===== config.mk =====
export PLATFORM = sky130hd
export DESIGN_NAME = list_mode_finder
export DESIGN_NICKNAME = d
export VERILOG_FILES = /design/src/hdl/lmf_pkg.sv /design/src/hdl/list_mode_finder.sv /design/src/hdl/lmf_ctrl.sv /design/src/hdl/lmf_dp.sv
export VERILOG_INCLUDE_DIRS = /design/src /design/src/hdl
export SDC_FILE = /design/constraint.sdc
export NUM_CORES = 1
export LEC_CHECK = 0
export BUFFER_PORTS_ARGS = -buffer_cell sky130_fd_sc_hd__buf_2
export CORE_MARGIN = 2
export CORE_UTILIZATION = 55
export DETAILED_ROUTE_END_ITERATION = 10
export GPL_TIMING_DRIVEN = 0
export PLACE_DENSITY = 0.84
export SLEW_MARGIN = 30
export SYNTH_ARGS = -nofsm -noshare
export SYNTH_HDL_FRONTEND = slang
export SYNTH_SLANG_ARGS = --single-unit

===== constraint.sdc =====
create_clock -name clk -period 2.9 [get_ports clk]
set_input_delay 0 -clock clk [delete_from_list [all_inputs] [get_ports clk]]
set_output_delay 0 -clock clk [all_outputs]
set_load 0.01 [all_outputs]

===== src/hdl/list_mode_finder_assert.svh =====
// Assertion macros for the list mode finder.
// Included by the modules that check their own logic; no other dependencies.
`ifndef LIST_MODE_FINDER_ASSERT_SVH
`define LIST_MODE_FINDER_ASSERT_SVH
`ifndef SYNTHESIS
`define LMF_ASSERT_NOW(label, clk, rst_n, ante, cons) \
    label: assert property (@(posedge clk) disable iff (!rst_n) (ante) |-> (cons)) \
        else $error("list_mode_finder: assertion failed");
`define LMF_ASSERT_NEXT(label, clk, rst_n, ante, cons) \
    label: assert property (@(posedge clk) disable iff (!rst_n) (ante) |=> (cons)) \
        else $error("list_mode_finder: assertion failed");
`else
`define LMF_ASSERT_NOW(label, clk, rst_n, ante, cons)
`define LMF_ASSERT_NEXT(label, clk, rst_n, ante, cons)
`endif
`endif


===== src/hdl/lmf_pkg.sv =====
// Shared constants, state encoding and control structs of the list mode finder.
// No dependencies.
`default_nettype none
package lmf_pkg;
    localparam int MAX_ITEMS  = 32;
    localparam int VALUE_BITS = 16;
    localparam int IDX_W      = $clog2(MAX_ITEMS);
    localparam int NUM_W      = $clog2(MAX_ITEMS + 1);
    localparam int COUNT_W    = 6;

    typedef enum logic [2:0] {
        S_IDLE,
        S_CAND_RD,
        S_CAND_LAT,
        S_SCAN,
        S_DRAIN,
        S_UPDATE,
        S_DONE
    } lmf_state_t;

    typedef struct packed {
        logic load;
        logic cand_rd;
        logic cand_lat;
        logic scan_issue;
        logic update;
        logic done;
    } lmf_cmd_t;

    typedef struct packed {
        logic k_last;
        logic i_last;
        logic out_free;
    } lmf_sts_t;
endpackage
`default_nettype wire


===== src/hdl/list_mode_finder.sv =====
// Top level of the list mode finder: joins controller lmf_ctrl and datapath lmf_dp.
// Depends on lmf_pkg, lmf_ctrl and lmf_dp.
//
// Takes a list of values, one beat per cycle while in_stall is low, into a 32-entry
// store; the beat with last_item set closes the list and yields one result beat with
// the most frequent value (earliest on ties), its count, and an overflow flag when
// beats beyond 32 were dropped. After the last beat the block holds in_stall high
// through the count scan, which reads the store through its one read port once per
// entry for every candidate entry, and longer while an earlier result still waits in
// the output register. The result waits in that output register; a new list may load
// while it waits.
`default_nettype none
module list_mode_finder
    import lmf_pkg::*;
(
    input  wire logic                  clk,
    input  wire logic                  rst_n,
    input  wire logic                  in_valid,
    output logic                       in_stall,
    input  wire logic [VALUE_BITS-1:0] item_value,
    input  wire logic                  last_item,
    output logic                       out_valid,
    input  wire logic                  out_stall,
    output logic [VALUE_BITS-1:0]      mode_value,
    output logic [COUNT_W-1:0]         mode_count,
    output logic                       overflowed
);
    lmf_cmd_t cmd;
    lmf_sts_t sts;

    lmf_ctrl u_ctrl (
        .clk       (clk),
        .rst_n     (rst_n),
        .in_valid  (in_valid),
        .last_item (last_item),
        .in_stall  (in_stall),
        .sts       (sts),
        .cmd       (cmd)
    );

    lmf_dp u_dp (
        .clk        (clk),
        .rst_n      (rst_n),
        .item_value (item_value),
        .cmd        (cmd),
        .sts        (sts),
        .out_valid  (out_valid),
        .out_stall  (out_stall),
        .mode_value (mode_value),
        .mode_count (mode_count),
        .overflowed (overflowed)
    );
endmodule
`default_nettype wire


===== src/hdl/lmf_ctrl.sv =====
// Controller state machine of the list mode finder.
// Depends on lmf_pkg; drives the datapath lmf_dp through command and status structs.
`default_nettype none
module lmf_ctrl
    import lmf_pkg::*;
(
    input  wire logic     clk,
    input  wire logic     rst_n,
    input  wire logic     in_valid,
    input  wire logic     last_item,
    output logic          in_stall,
    input  wire lmf_sts_t sts,
    output lmf_cmd_t      cmd
);
    lmf_state_t state_reg;
    lmf_state_t state_next;

    always_ff @(posedge clk or negedge rst_n)
    begin
        if (!rst_n)
        begin
            state_reg <= S_IDLE;
        end
        else
        begin
            state_reg <= state_next;
        end
    end

    always_comb
    begin
        state_next = state_reg;
        case (state_reg)
            S_IDLE:
            begin
                if (in_valid && last_item)
                begin
                    state_next = S_CAND_RD;
                end
            end
            S_CAND_RD:  state_next = S_CAND_LAT;
            S_CAND_LAT: state_next = S_SCAN;
            S_SCAN:
            begin
                if (sts.k_last)
                begin
                    state_next = S_DRAIN;
                end
            end
            S_DRAIN:    state_next = S_UPDATE;
            S_UPDATE:
            begin
                state_next = sts.i_last ? S_DONE : S_CAND_RD;
            end
            S_DONE:
            begin
                if (sts.out_free)
                begin
                    state_next = S_IDLE;
                end
            end
            default:    state_next = S_IDLE;
        endcase
    end

    always_comb
    begin
        cmd      = '0;
        in_stall = 1'b1;
        case (state_reg)
            S_IDLE:
            begin
                in_stall = 1'b0;
                cmd.load = in_valid;
            end
            S_CAND_RD:  cmd.cand_rd    = 1'b1;
            S_CAND_LAT: cmd.cand_lat   = 1'b1;
            S_SCAN:     cmd.scan_issue = 1'b1;
            S_DRAIN:    cmd            = '0;
            S_UPDATE:   cmd.update     = 1'b1;
            S_DONE:     cmd.done       = sts.out_free;
            default:    cmd            = '0;
        endcase
    end
endmodule
`default_nettype wire


===== src/hdl/lmf_dp.sv =====
// Datapath of the list mode finder: value store, counting scan, best tracker, result register.
// Depends on lmf_pkg and list_mode_finder_assert.svh; commanded by lmf_ctrl.
`default_nettype none
`include "list_mode_finder_assert.svh"
module lmf_dp
    import lmf_pkg::*;
(
    input  wire logic                  clk,
    input  wire logic                  rst_n,
    input  wire logic [VALUE_BITS-1:0] item_value,
    input  wire lmf_cmd_t              cmd,
    output lmf_sts_t                   sts,
    output logic                       out_valid,
    input  wire logic                  out_stall,
    output logic [VALUE_BITS-1:0]      mode_value,
    output logic [COUNT_W-1:0]         mode_count,
    output logic                       overflowed
);
    logic [VALUE_BITS-1:0] mem [MAX_ITEMS];
    logic [VALUE_BITS-1:0] rd_data_reg;
    logic [IDX_W-1:0]      rd_addr;

    logic [NUM_W-1:0]      num_reg;
    logic                  ovf_reg;
    logic [NUM_W-1:0]      i_reg;
    logic [NUM_W-1:0]      k_reg;
    logic                  cmp_vld_reg;
    logic [NUM_W-1:0]      cnt_reg;
    logic [VALUE_BITS-1:0] cand_reg;
    logic [NUM_W-1:0]      best_cnt_reg;
    logic [VALUE_BITS-1:0] best_val_reg;
    logic                  out_vld_reg;
    logic [VALUE_BITS-1:0] out_val_reg;
    logic [COUNT_W-1:0]    out_cnt_reg;
    logic                  out_ovf_reg;
    logic                  full;

    assign full    = (num_reg == NUM_W'(MAX_ITEMS));
    assign rd_addr = cmd.cand_rd ? i_reg[IDX_W-1:0] : k_reg[IDX_W-1:0];

    assign sts.k_last   = (k_reg == num_reg - NUM_W'(1));
    assign sts.i_last   = (i_reg == num_reg - NUM_W'(1));
    assign sts.out_free = !out_vld_reg || !out_stall;

    always_ff @(posedge clk)
    begin
        if (cmd.load && !full)
        begin
            mem[num_reg[IDX_W-1:0]] <= item_value;
        end
        rd_data_reg <= mem[rd_addr];
    end

    always_ff @(posedge clk or negedge rst_n)
    begin
        if (!rst_n)
        begin
            num_reg      <= '0;
            ovf_reg      <= 1'b0;
            i_reg        <= '0;
            k_reg        <= '0;
            cmp_vld_reg  <= 1'b0;
            cnt_reg      <= '0;
            best_cnt_reg <= '0;
            out_vld_reg  <= 1'b0;
        end
        else
        begin
            cmp_vld_reg <= cmd.scan_issue;
            if (cmd.load)
            begin
                if (full)
                begin
                    ovf_reg <= 1'b1;
                end
                else
                begin
                    num_reg <= num_reg + NUM_W'(1);
                end
            end
            if (cmd.cand_lat)
            begin
                k_reg   <= '0;
                cnt_reg <= '0;
            end
            if (cmd.scan_issue)
            begin
                k_reg <= k_reg + NUM_W'(1);
            end
            if (cmp_vld_reg && (rd_data_reg == cand_reg))
            begin
                cnt_reg <= cnt_reg + NUM_W'(1);
            end
            if (cmd.update)
            begin
                i_reg <= i_reg + NUM_W'(1);
                if (cnt_reg > best_cnt_reg)
                begin
                    best_cnt_reg <= cnt_reg;
                end
            end
            if (out_vld_reg && !out_stall)
            begin
                out_vld_reg <= 1'b0;
            end
            if (cmd.done)
            begin
                out_vld_reg  <= 1'b1;
                num_reg      <= '0;
                ovf_reg      <= 1'b0;
                i_reg        <= '0;
                best_cnt_reg <= '0;
            end
        end
    end

    always_ff @(posedge clk)
    begin
        if (cmd.cand_lat)
        begin
            cand_reg <= rd_data_reg;
        end
        if (cmd.update && (cnt_reg > best_cnt_reg))
        begin
            best_val_reg <= cand_reg;
        end
        if (cmd.done)
        begin
            out_val_reg <= best_val_reg;
            out_cnt_reg <= COUNT_W'(best_cnt_reg);
            out_ovf_reg <= ovf_reg;
        end
    end

    assign out_valid  = out_vld_reg;
    assign mode_value = out_val_reg;
    assign mode_count = out_cnt_reg;
    assign overflowed = out_ovf_reg;

    `LMF_ASSERT_NOW(a_num_bound, clk, rst_n, 1'b1, num_reg <= NUM_W'(MAX_ITEMS))
    `LMF_ASSERT_NOW(a_scan_in_range, clk, rst_n, cmd.scan_issue, k_reg < num_reg)
    `LMF_ASSERT_NOW(a_cand_self_match, clk, rst_n, cmd.update, cnt_reg != '0)
    `LMF_ASSERT_NEXT(a_result_nonzero, clk, rst_n, cmd.done, out_vld_reg && out_cnt_reg != '0)
endmodule
`default_nettype wire


==> impl_metrics.ini, run 1 <==
[status]
outcome = complete, but fails checks
violations = setup timing

[logic_synthesis]
synth_nets = 1529
avgSynthCellArea_um2 = 16.38
synthFlopType = edfxtp_1
yosysSeqAreaShare_pct = 74.53
synth-async-reset-ratio_pct = 5.816
synth-seq-cells = 619
synth_edf_count = 567
synthCells = 1495
synth_cell_type_count = 63
yosysWarnings = 0
synth.cell_area_um2 = 24480

[pwr]
internal_power_uw = 18570
p_per_area_nw_per_um2 = 924.1
clock_power_share_pct = 27.5
pwr-share-seq_pct = 37.4
swShare_pct = 33.24
ir_worst_vdd_mv = 0.6880
power.leakage_uw = 0.01068
combinationalPowerShare_pct = 35.1
netSwitchingPower_uw = 9245

[cells_and_area]
diodes = 0
fillers = 2636
final_layout_size_suffix_gt1_share_pct = 26.60
largest_reg_flops = 512
syn2layout_area_growth_pct = 22.93
final_cell_mix = edfxtp_1, mux2i_1, nand2_1
final_common_cell = edfxtp_1
num-nets-final = 1750

[cts]
clock_latency_ps = 630
root_buffer = clkbuf_16
ctsLongestPathBuffers = 3
clock-sinks = 619
cts-htree-levels = 2
cts_made_buffers = 58
path_clk_slew_ps = 60
cts_tree = yes

[placement]
dpl.hpwl_mm = 36.74
place_ws_ps = -1046
port_buffers = 45
gp_congestion = 0.8831

[timing]
post-route-period-util_pct = 109.4
setup_slack_ps = -273.6
rsz0062_at_grt = true
fin_crit_ps = 3174
slew_viol_final = 0
finalHoldViolCount = 0
tightestPinTransition_ps = 917.8
slew_headroom_pct = 38.75
finClkSkew_ps = 27.06
setup_viol_count_final = 16
max_freq_ghz = 0.3151
setup_tns_ps = -2178

[floorplanning]
rows = 77
dieArea_um2 = 46220
initial_core_util_pct = 55.49
die_x_um = 215.0
io_pins = 46
fp.dieH_um = 215.0
coreArea_um2 = 44120

[critical_path]
worst-endpoint-required_ps = 3350
critPathLaunchType = flip-flop
reg2reg_from = u_dp.i_reg[1]$_DFFE_PN0P_
endpoint_kind = flip-flop
path_max_fanout = 10
cp.arrival_ps = 3620
r2r_cells = 11
rrSetupSlack_ps = -270
rr_endpoint = u_dp.rd_data_reg[13]$_DFF_P_
setup.worst_path.class = reg -> reg

[drt]
wirelength_mm = 69.72
routed_via_density = 6.614
drtPass1Iterations = 6
vias = 15580
remaining_drc_errors = 0
drt_iter0_markers = 2222
drtAntennaViolNets = 0
post_drt_wl_per_cell_um = 29.60

[global_route]
antenna_found_initial = 2
grt_pass1_vias = 15340
grt_pass1_wl_mm = 95.38
grt_max_degree = 37
grtUsageTotal_pct = 27.96
gr-total-overflow = 0

[run]
maxCapViolCount = 0

[worst_hold_path]
min_path_type = in -> async
cells by family after synthesis:
| group | after synthesis | synth area share (%) |
|---|---|---|
| buf+inv | 92 | 1.697 |
| mux | 205 | 8.585 |
| flops | 619 | 74.53 |
| compound gates | 234 | 7.175 |
| simple gates | 291 | 5.770 |
| xor+xnor | 41 | 1.579 |
| fa+ha+maj | 13 | 0.6644 |
power by group through the flow:
stage	registers, uW	logic, uW	clock network, uW
after floorplan	10500	4420	0
after global placement	10600	6440	0
after detailed placement	10600	6680	0
after CTS	10400	8280	7520
after global routing	10400	10000	7980
final	10400	9780	7640
layout make-up:
cell class | instances | area [um^2] | area share [%]
plain buffers | 78 | 601.8 | 2.000
clock buffers | 73 | 1570 | 5.217
clock inverters | 34 | 312.8 | 1.039
inverters | 12 | 45.04 | 0.1497
multi-input cells | 784 | 6825 | 22.68
flip-flops and latches | 619 | 18250 | 60.64
well taps | 592 | 740.7 | 2.461
repair buffers | 163 | 1752 | 5.820
worst max path at each step:
stage / from / endpoint / slack, ps / depth (start not counted)
2_1_floorplan: u_ctrl.state_reg[1]$_DFFE_PN0P_ / u_dp.mem[31][0]$_DFFE_PP_ / -10 / 6
3_3_place_gp: u_ctrl.state_reg[1]$_DFFE_PN0P_ / u_dp.mem[3][11]$_DFFE_PP_ / -1460 / 6
3_5_place_dp: u_ctrl.state_reg[1]$_DFFE_PN0P_ / u_dp.rd_data_reg[5]$_DFF_P_ / -1050 / 10
4_1_cts: u_ctrl.state_reg[1]$_DFFE_PN0P_ / u_dp.mem[22][11]$_DFFE_PP_ / -130 / 7
5_1_grt: u_ctrl.state_reg[1]$_DFFE_PN0P_ / u_dp.rd_data_reg[13]$_DFF_P_ / -280 / 10
6_report: u_dp.i_reg[1]$_DFFE_PN0P_ / u_dp.rd_data_reg[13]$_DFF_P_ / -270 / 11
worst max-delay path, cell delays in order, from the launching register on:
cell and delay [ps]:
dfrtp_1 410, buf_2 210, and4bb_2 330, a21oi_4 160, buf_12 160, buf_16 180
clkbuf_16 180, clkbuf_16 150, mux2i_1 300, o22ai_1 210, nor4_4 470, o211ai_1 230
cell usage after synthesis, types with 15 or more instances:
cell type / n / area [um^2]
o22ai_1: 66 / 412.9
mux2i_1: 171 / 1712
edfxtp_1: 567 / 17030
mux2_2: 32 / 360.4
a32oi_1: 16 / 140.1
nand2_1: 123 / 461.7
xnor2_1: 24 / 210.2
nand3_1: 22 / 110.1
xor2_1: 15 / 131.4
dfxtp_1: 16 / 320.3
o221ai_1: 29 / 254.0
clkbuf_1: 37 / 138.9
buf_2: 26 / 130.1
a31oi_1: 16 / 100.1
a21oi_1: 22 / 110.1
dfrtp_1: 36 / 900.9
nor2_1: 58 / 217.7
what timing repair did:
action,CTS,global route
gates resized for setup,160,103
setup endpoints to repair,496,365
buffers inserted,36,31
hold endpoints to repair,558,0
pin swaps,35,40
cloned,7,5
hold buffers,21,0
through the flow:
step	utilization (%)	cells	instance area [um^2]	hold WS (ps)	power, uW
6_report	68.21	2355	30100	29.33	27810
5_1_grt	68.21	2355	30100	101.3	28430
4_1_cts	66.25	2323	29230	29.73	26200
3_5_place_dp	58.52	2152	25820	145.8	17250
3_3_place_gp	57.68	2132	25450	131.7	17000
2_1_floorplan	-	1495	24480	-295.6	14930
layer usage:
metal	vias to the layer above	wire length, um	global-route usage [%]
met4	2	5061	17.59
met3	260	7370	6.129
met1	7767	23380	34.06
met5	-	13	0
li1	6363	-	-
met2	1183	33890	45.70
(Power assumes the default switching activity.)
==> inputs of run 2 (changes only) <==
CTS_BUF_LIST = sky130_fd_sc_hd__clkbuf_8   (was unset)
PLACE_DENSITY = 0.74   (was 0.84)
==> run 2 against run 1 <==
Compared with the run above:
- setup slack improved by 18 ps
- hold slack gained 110 ps
- die area unchanged
- register-to-register slack improved by 20 ps
- critical path depth did not move
- sequential cell count unchanged
- the run still ends with setup timing left
==> impl_metrics.ini, run 2 (synthesized netlist as in run 1, its figures left out) <==
[status]
outcome = complete, but fails checks
violations = setup timing

[drt]
routed_via_density = 6.168
remaining_drc_errors = 0
drtPass1Iterations = 5
wirelength_mm = 62.80
drt_iter0_markers = 1853
vias = 14830
met3_length_mm = 5.594
route.met2.wl_mm = 30.34
drtAntennaViolNets = 0
top_layer = met4
post_drt_wl_per_cell_um = 26.11
met1_length_mm = 23.78

[timing]
slew_viol_final = 0
max_freq_ghz = 0.3169
setup_slack_ps = -255.8
timing.hold.ws_ps = 136.0
tightestPinTransition_ps = 971.1
rsz0062_at_grt = true
slew_headroom_pct = 35.19
setup_viol_count_final = 16
fin_crit_ps = 3156
post-route-period-util_pct = 108.8
finClkSkew_ps = 37.34
finalHoldViolCount = 0

[pwr]
netSwitchingPower_uw = 8652
power.leakage_uw = 0.01069
p_per_area_nw_per_um2 = 877.2
power.total_uw = 25940
swShare_pct = 33.35
combinationalPowerShare_pct = 34.8
internal_power_uw = 17290
ir_worst_vdd_mv = 0.5854
pwr-share-seq_pct = 40.1
clock_power_share_pct = 25.2

[placement]
port_buffers = 45
dpl.hpwl_mm = 36.93
place_ws_ps = -1114
gp_congestion = 0.8666

[floorplanning]
rows = 77
dieArea_um2 = 46220
io_pins = 46
initial_core_util_pct = 55.49
coreArea_um2 = 44120
die_x_um = 215.0
fp.dieH_um = 215.0

[cells_and_area]
largest_reg_flops = 512
fillers = 2942
num-nets-final = 1778
final_cell_mix = edfxtp_1, mux2i_1, nand2_1
final_common_cell = edfxtp_1
syn2layout_area_growth_pct = 20.80
diodes = 0
final_layout_size_suffix_gt1_share_pct = 26.03
fin_util_pct = 67.03

[cts]
clock_latency_ps = 700
cts-htree-levels = 3
root_buffer = clkbuf_8
cts_tree = yes
clock-sinks = 619
cts_made_buffers = 96
path_clk_slew_ps = 60
ctsLongestPathBuffers = 3

[global_route]
grt_pass1_vias = 14550
gr-total-overflow = 0
antenna_found_initial = 1
grtUsageTotal_pct = 26.92
grt_pass1_wl_mm = 91.44
grt_max_degree = 37

[worst_hold_path]
min_path_type = in -> reg

[critical_path]
cp.arrival_ps = 3680
worst-endpoint-required_ps = 3430
setup.worst_path.class = reg -> reg
path_max_fanout = 5
endpoint_kind = flip-flop
critPathLaunchType = flip-flop

[run]
maxCapViolCount = 0
-- run 2: layout make-up --
cell class	count	area (um^2)	area share (%)
Tap cell	592	740.7	2.504
Buffer	80	599.3	2.026
Timing Repair Buffer	151	1582	5.347
Clock buffer	102	1404	4.746
Sequential cell	619	18250	61.70
Clock inverter	65	295.3	0.9984
Multi-Input combinational cell	784	6661	22.52
Inverter	12	45.04	0.1523
-- run 2: per-layer routing --
metal	GRT usage (%)	vias up
met3	5.548	163
met5	0	-
met4	12.51	0
met2	43.96	828
li1	-	6449
met1	34.99	7394
-- run 2: power groups by stage --
| stage | Sequential, uW | Combinational, uW | Clock, uW |
|---|---|---|---|
| finish | 10400 | 9020 | 6530 |
| global route | 10400 | 9390 | 7020 |
| CTS | 10400 | 8350 | 6600 |
| detailed placement | 10600 | 6720 | 0 |
| global placement | 10600 | 6570 | 0 |
| floorplan | 10500 | 4420 | 0 |
-- run 2: timing repair --
action                                 in CTS  in global routing
gates cloned                                6                  3
setup endpoints to repair                 515                214
hold buffers                               23                  0
resized for setup                         181                 44
pin swaps                                  49                 21
buffers inserted                           44                 14
endpoints found under the hold margin     564                  0
-- run 2: metrics by stage --
step	TNS, ps	instances	instance area (um^2)
CTS	-2704	2389	29190
detailed placement	-357140	2149	25810
finish	-2966	2405	29580
global route	-3785	2405	29580
floorplan	-879.9	1495	24480
global placement	-638540	2132	25450
-- run 2: critical path, cell delays in order (launching register included) --
cell	delay, ps
dfrtp_2	430
or3b_1	390
buf_6	140
a21oi_4	210
buf_6	130
buf_6	110
buf_12	150
buf_12	150
mux2i_4	250
o22ai_2	100
or4_4	560
a211o_1	360
-- run 2: path summary, 6_finish.rpt --
check	startpoint	to	slack, ps	depth (start not counted)
min in group asynchronous	rst_n	u_dp.best_cnt_reg[2]$_DFFE_PN0P_	360	4
worst max-delay path	u_ctrl.state_reg[1]$_DFFE_PN0P_	u_dp.rd_data_reg[11]$_DFF_P_	-260	11
worst min-delay path	out_stall	u_dp.out_valid$_DFFE_PN0P_	140	4
worst max register to register	u_ctrl.state_reg[1]$_DFFE_PN0P_	u_dp.rd_data_reg[11]$_DFF_P_	-260	11
worst min register to register	u_dp.best_val_reg[13]$_DFFE_PP_	u_dp.mode_value[13]$_DFFE_PP_	420	0
max in group asynchronous	rst_n	u_ctrl.state_reg[1]$_DFFE_PN0P_	2330	4
==> inputs of run 3 (changes only) <==
CAP_MARGIN = 20   (was unset)
CTS_BUF_LIST = sky130_fd_sc_hd__clkbuf_16   (was sky130_fd_sc_hd__clkbuf_8)
==> run 3 against run 2 <==
Compared with the run above:
- the run ends with hold timing, setup timing left
- via count decreased by 1.9%
- register-to-register slack improved by 70 ps
- sequential share of layout area about the same
- first-iteration DRC count increased by 7.1%
- setup slack improved by 66 ps
- design area about the same
- routed wire length decreased by 1.2%
- core utilization about the same
- hold slack got worse by 140 ps
- cell count decreased by 3.0%
- power increased by 3.0%
- count of clock-buffer cells in the layout decreased by 41
- largest power group unchanged
==> impl_metrics.ini, run 3 (synthesized netlist as in run 1, its figures left out) <==
[global_route]
gr-total-overflow = 0
grt_pass1_vias = 14210
grt_max_degree = 37
antenna_found_initial = 2
grtUsageTotal_pct = 26.41
grt_pass1_wl_mm = 89.94

[pwr]
combinationalPowerShare_pct = 32.5
netSwitchingPower_uw = 8650
p_per_area_nw_per_um2 = 903.8
pwr-share-seq_pct = 38.9
clock_power_share_pct = 28.6
internal_power_uw = 18080
power.leakage_uw = 0.01057
power.total_uw = 26730
swShare_pct = 32.36
ir_worst_vdd_mv = 0.7170

[drt]
drtAntennaViolNets = 0
post_drt_wl_per_cell_um = 26.60
routed_via_density = 6.237
drtPass1Iterations = 6
drt_iter0_markers = 1985
remaining_drc_errors = 0
vias = 14560
wirelength_mm = 62.07

[floorplanning]
die_x_um = 215.0
rows = 77
initial_core_util_pct = 55.49
io_pins = 46
fp.dieH_um = 215.0
coreArea_um2 = 44120
dieArea_um2 = 46220

[timing]
post-route-period-util_pct = 106.5
rsz0062_at_grt = true
slew_viol_final = 0
setup_tns_ps = -2407
setup_viol_count_final = 16
finalHoldViolCount = 3
slew_headroom_pct = 40.18
setup_slack_ps = -189.8
max_freq_ghz = 0.3236
timing.hold.ws_ps = -1.163
tightestPinTransition_ps = 896.3
fin_crit_ps = 3090
finClkSkew_ps = 36.29

[critical_path]
worst-endpoint-required_ps = 3390
critPathLaunchType = flip-flop
cp.arrival_ps = 3580
endpoint_kind = flip-flop
setup.worst_path.class = reg -> reg
path_max_fanout = 8

[cts]
clock-sinks = 619
cts-htree-levels = 2
clock_latency_ps = 660
cts_made_buffers = 60
root_buffer = clkbuf_16
cts_tree = yes
ctsLongestPathBuffers = 3
path_clk_slew_ps = 60

[placement]
port_buffers = 45
placedCellCount = 2149
gp_congestion = 0.8666
place_ws_ps = -1114
dpl.hpwl_mm = 36.93

[status]
outcome = complete, but fails checks
violations = hold timing, setup timing

[cells_and_area]
final_common_cell = edfxtp_1
seq_area_um2 = 18250
syn2layout_area_growth_pct = 20.81
multiInputGateArea_um2 = 6638
final_layout_size_suffix_gt1_share_pct = 24.40
final_cell_mix = edfxtp_1, mux2i_1, nand2_1
largest_reg_flops = 512
fillers = 2909
num-nets-final = 1724
fin_cells = 2334
diodes = 0

[worst_hold_path]
min_path_type = in -> async

[run]
maxCapViolCount = 0
[run 3: layout make-up]
type                    instances  share of cell area, %
multi-input cells             784                  22.44
plain buffers                  80                  2.022
well taps                     592                  2.504
clock buffers                  61                  5.161
flip-flops and latches        619                  61.70
repair buffers                133                  4.628
clock inverters                53                  1.392
inverters                      12                 0.1523
[run 3: final timing paths]
check	from	end	slack, ps	cells after the start
max in group asynchronous	rst_n	u_ctrl.state_reg[1]$_DFFE_PN0P_	2330	2
min	rst_n	u_dp.cnt_reg[3]$_DFFE_PN0P_	-1	2
max reg2reg	u_ctrl.state_reg[2]$_DFFE_PN0P_	u_dp.rd_data_reg[11]$_DFF_P_	-190	10
max	u_ctrl.state_reg[2]$_DFFE_PN0P_	u_dp.rd_data_reg[11]$_DFF_P_	-190	10
min reg2reg	u_dp.best_val_reg[7]$_DFFE_PP_	u_dp.mode_value[7]$_DFFE_PP_	420	0
min in group clk	out_stall	u_dp.out_valid$_DFFE_PN0P_	190	4
[run 3: worst max-delay path: stages (launching register included)]
cell and delay, ps:
dfrtp_2 440, or3b_1 400, buf_6 150, a21oi_4 220
buf_6 140, buf_12 160, buf_12 170, mux2i_4 240
o22ai_2 110, or4_4 570, a211o_1 350
[run 3: through the flow]
stage	cell area (um^2)	util, %
2_1_floorplan	24480	-
3_3_place_gp	25450	57.68
3_5_place_dp	25810	58.50
4_1_cts	29140	66.03
5_1_grt	29580	67.04
6_report	29580	67.04
[run 3: per-layer routing]
layer / track usage [%] / vias up / share of wire, %
li1: - / 6324 / -
met1: 35.16 / 7295 / 38
met2: 43.25 / 760 / 48
met3: 4.006 / 177 / 8.6
met4: 12.37 / 0 / 5.3
met5: 0 / - / 0
[run 3: power by group through the flow]
stage	Clock (uW)	Combinational [uW]	Sequential, uW
floorplan	0	4420	10500
global placement	0	6570	10600
detailed placement	0	6720	10600
CTS	7690	7980	10400
global route	8060	9030	10400
finish	7660	8680	10400
[run 3: timing repair]
action,4_1_cts,5_1_grt
hold buffers,21,0
pin swaps,27,16
resized for setup,155,54
endpoints found under the setup margin,515,473
cloned,4,5
buffers inserted,32,10
endpoints found under the hold margin,558,0
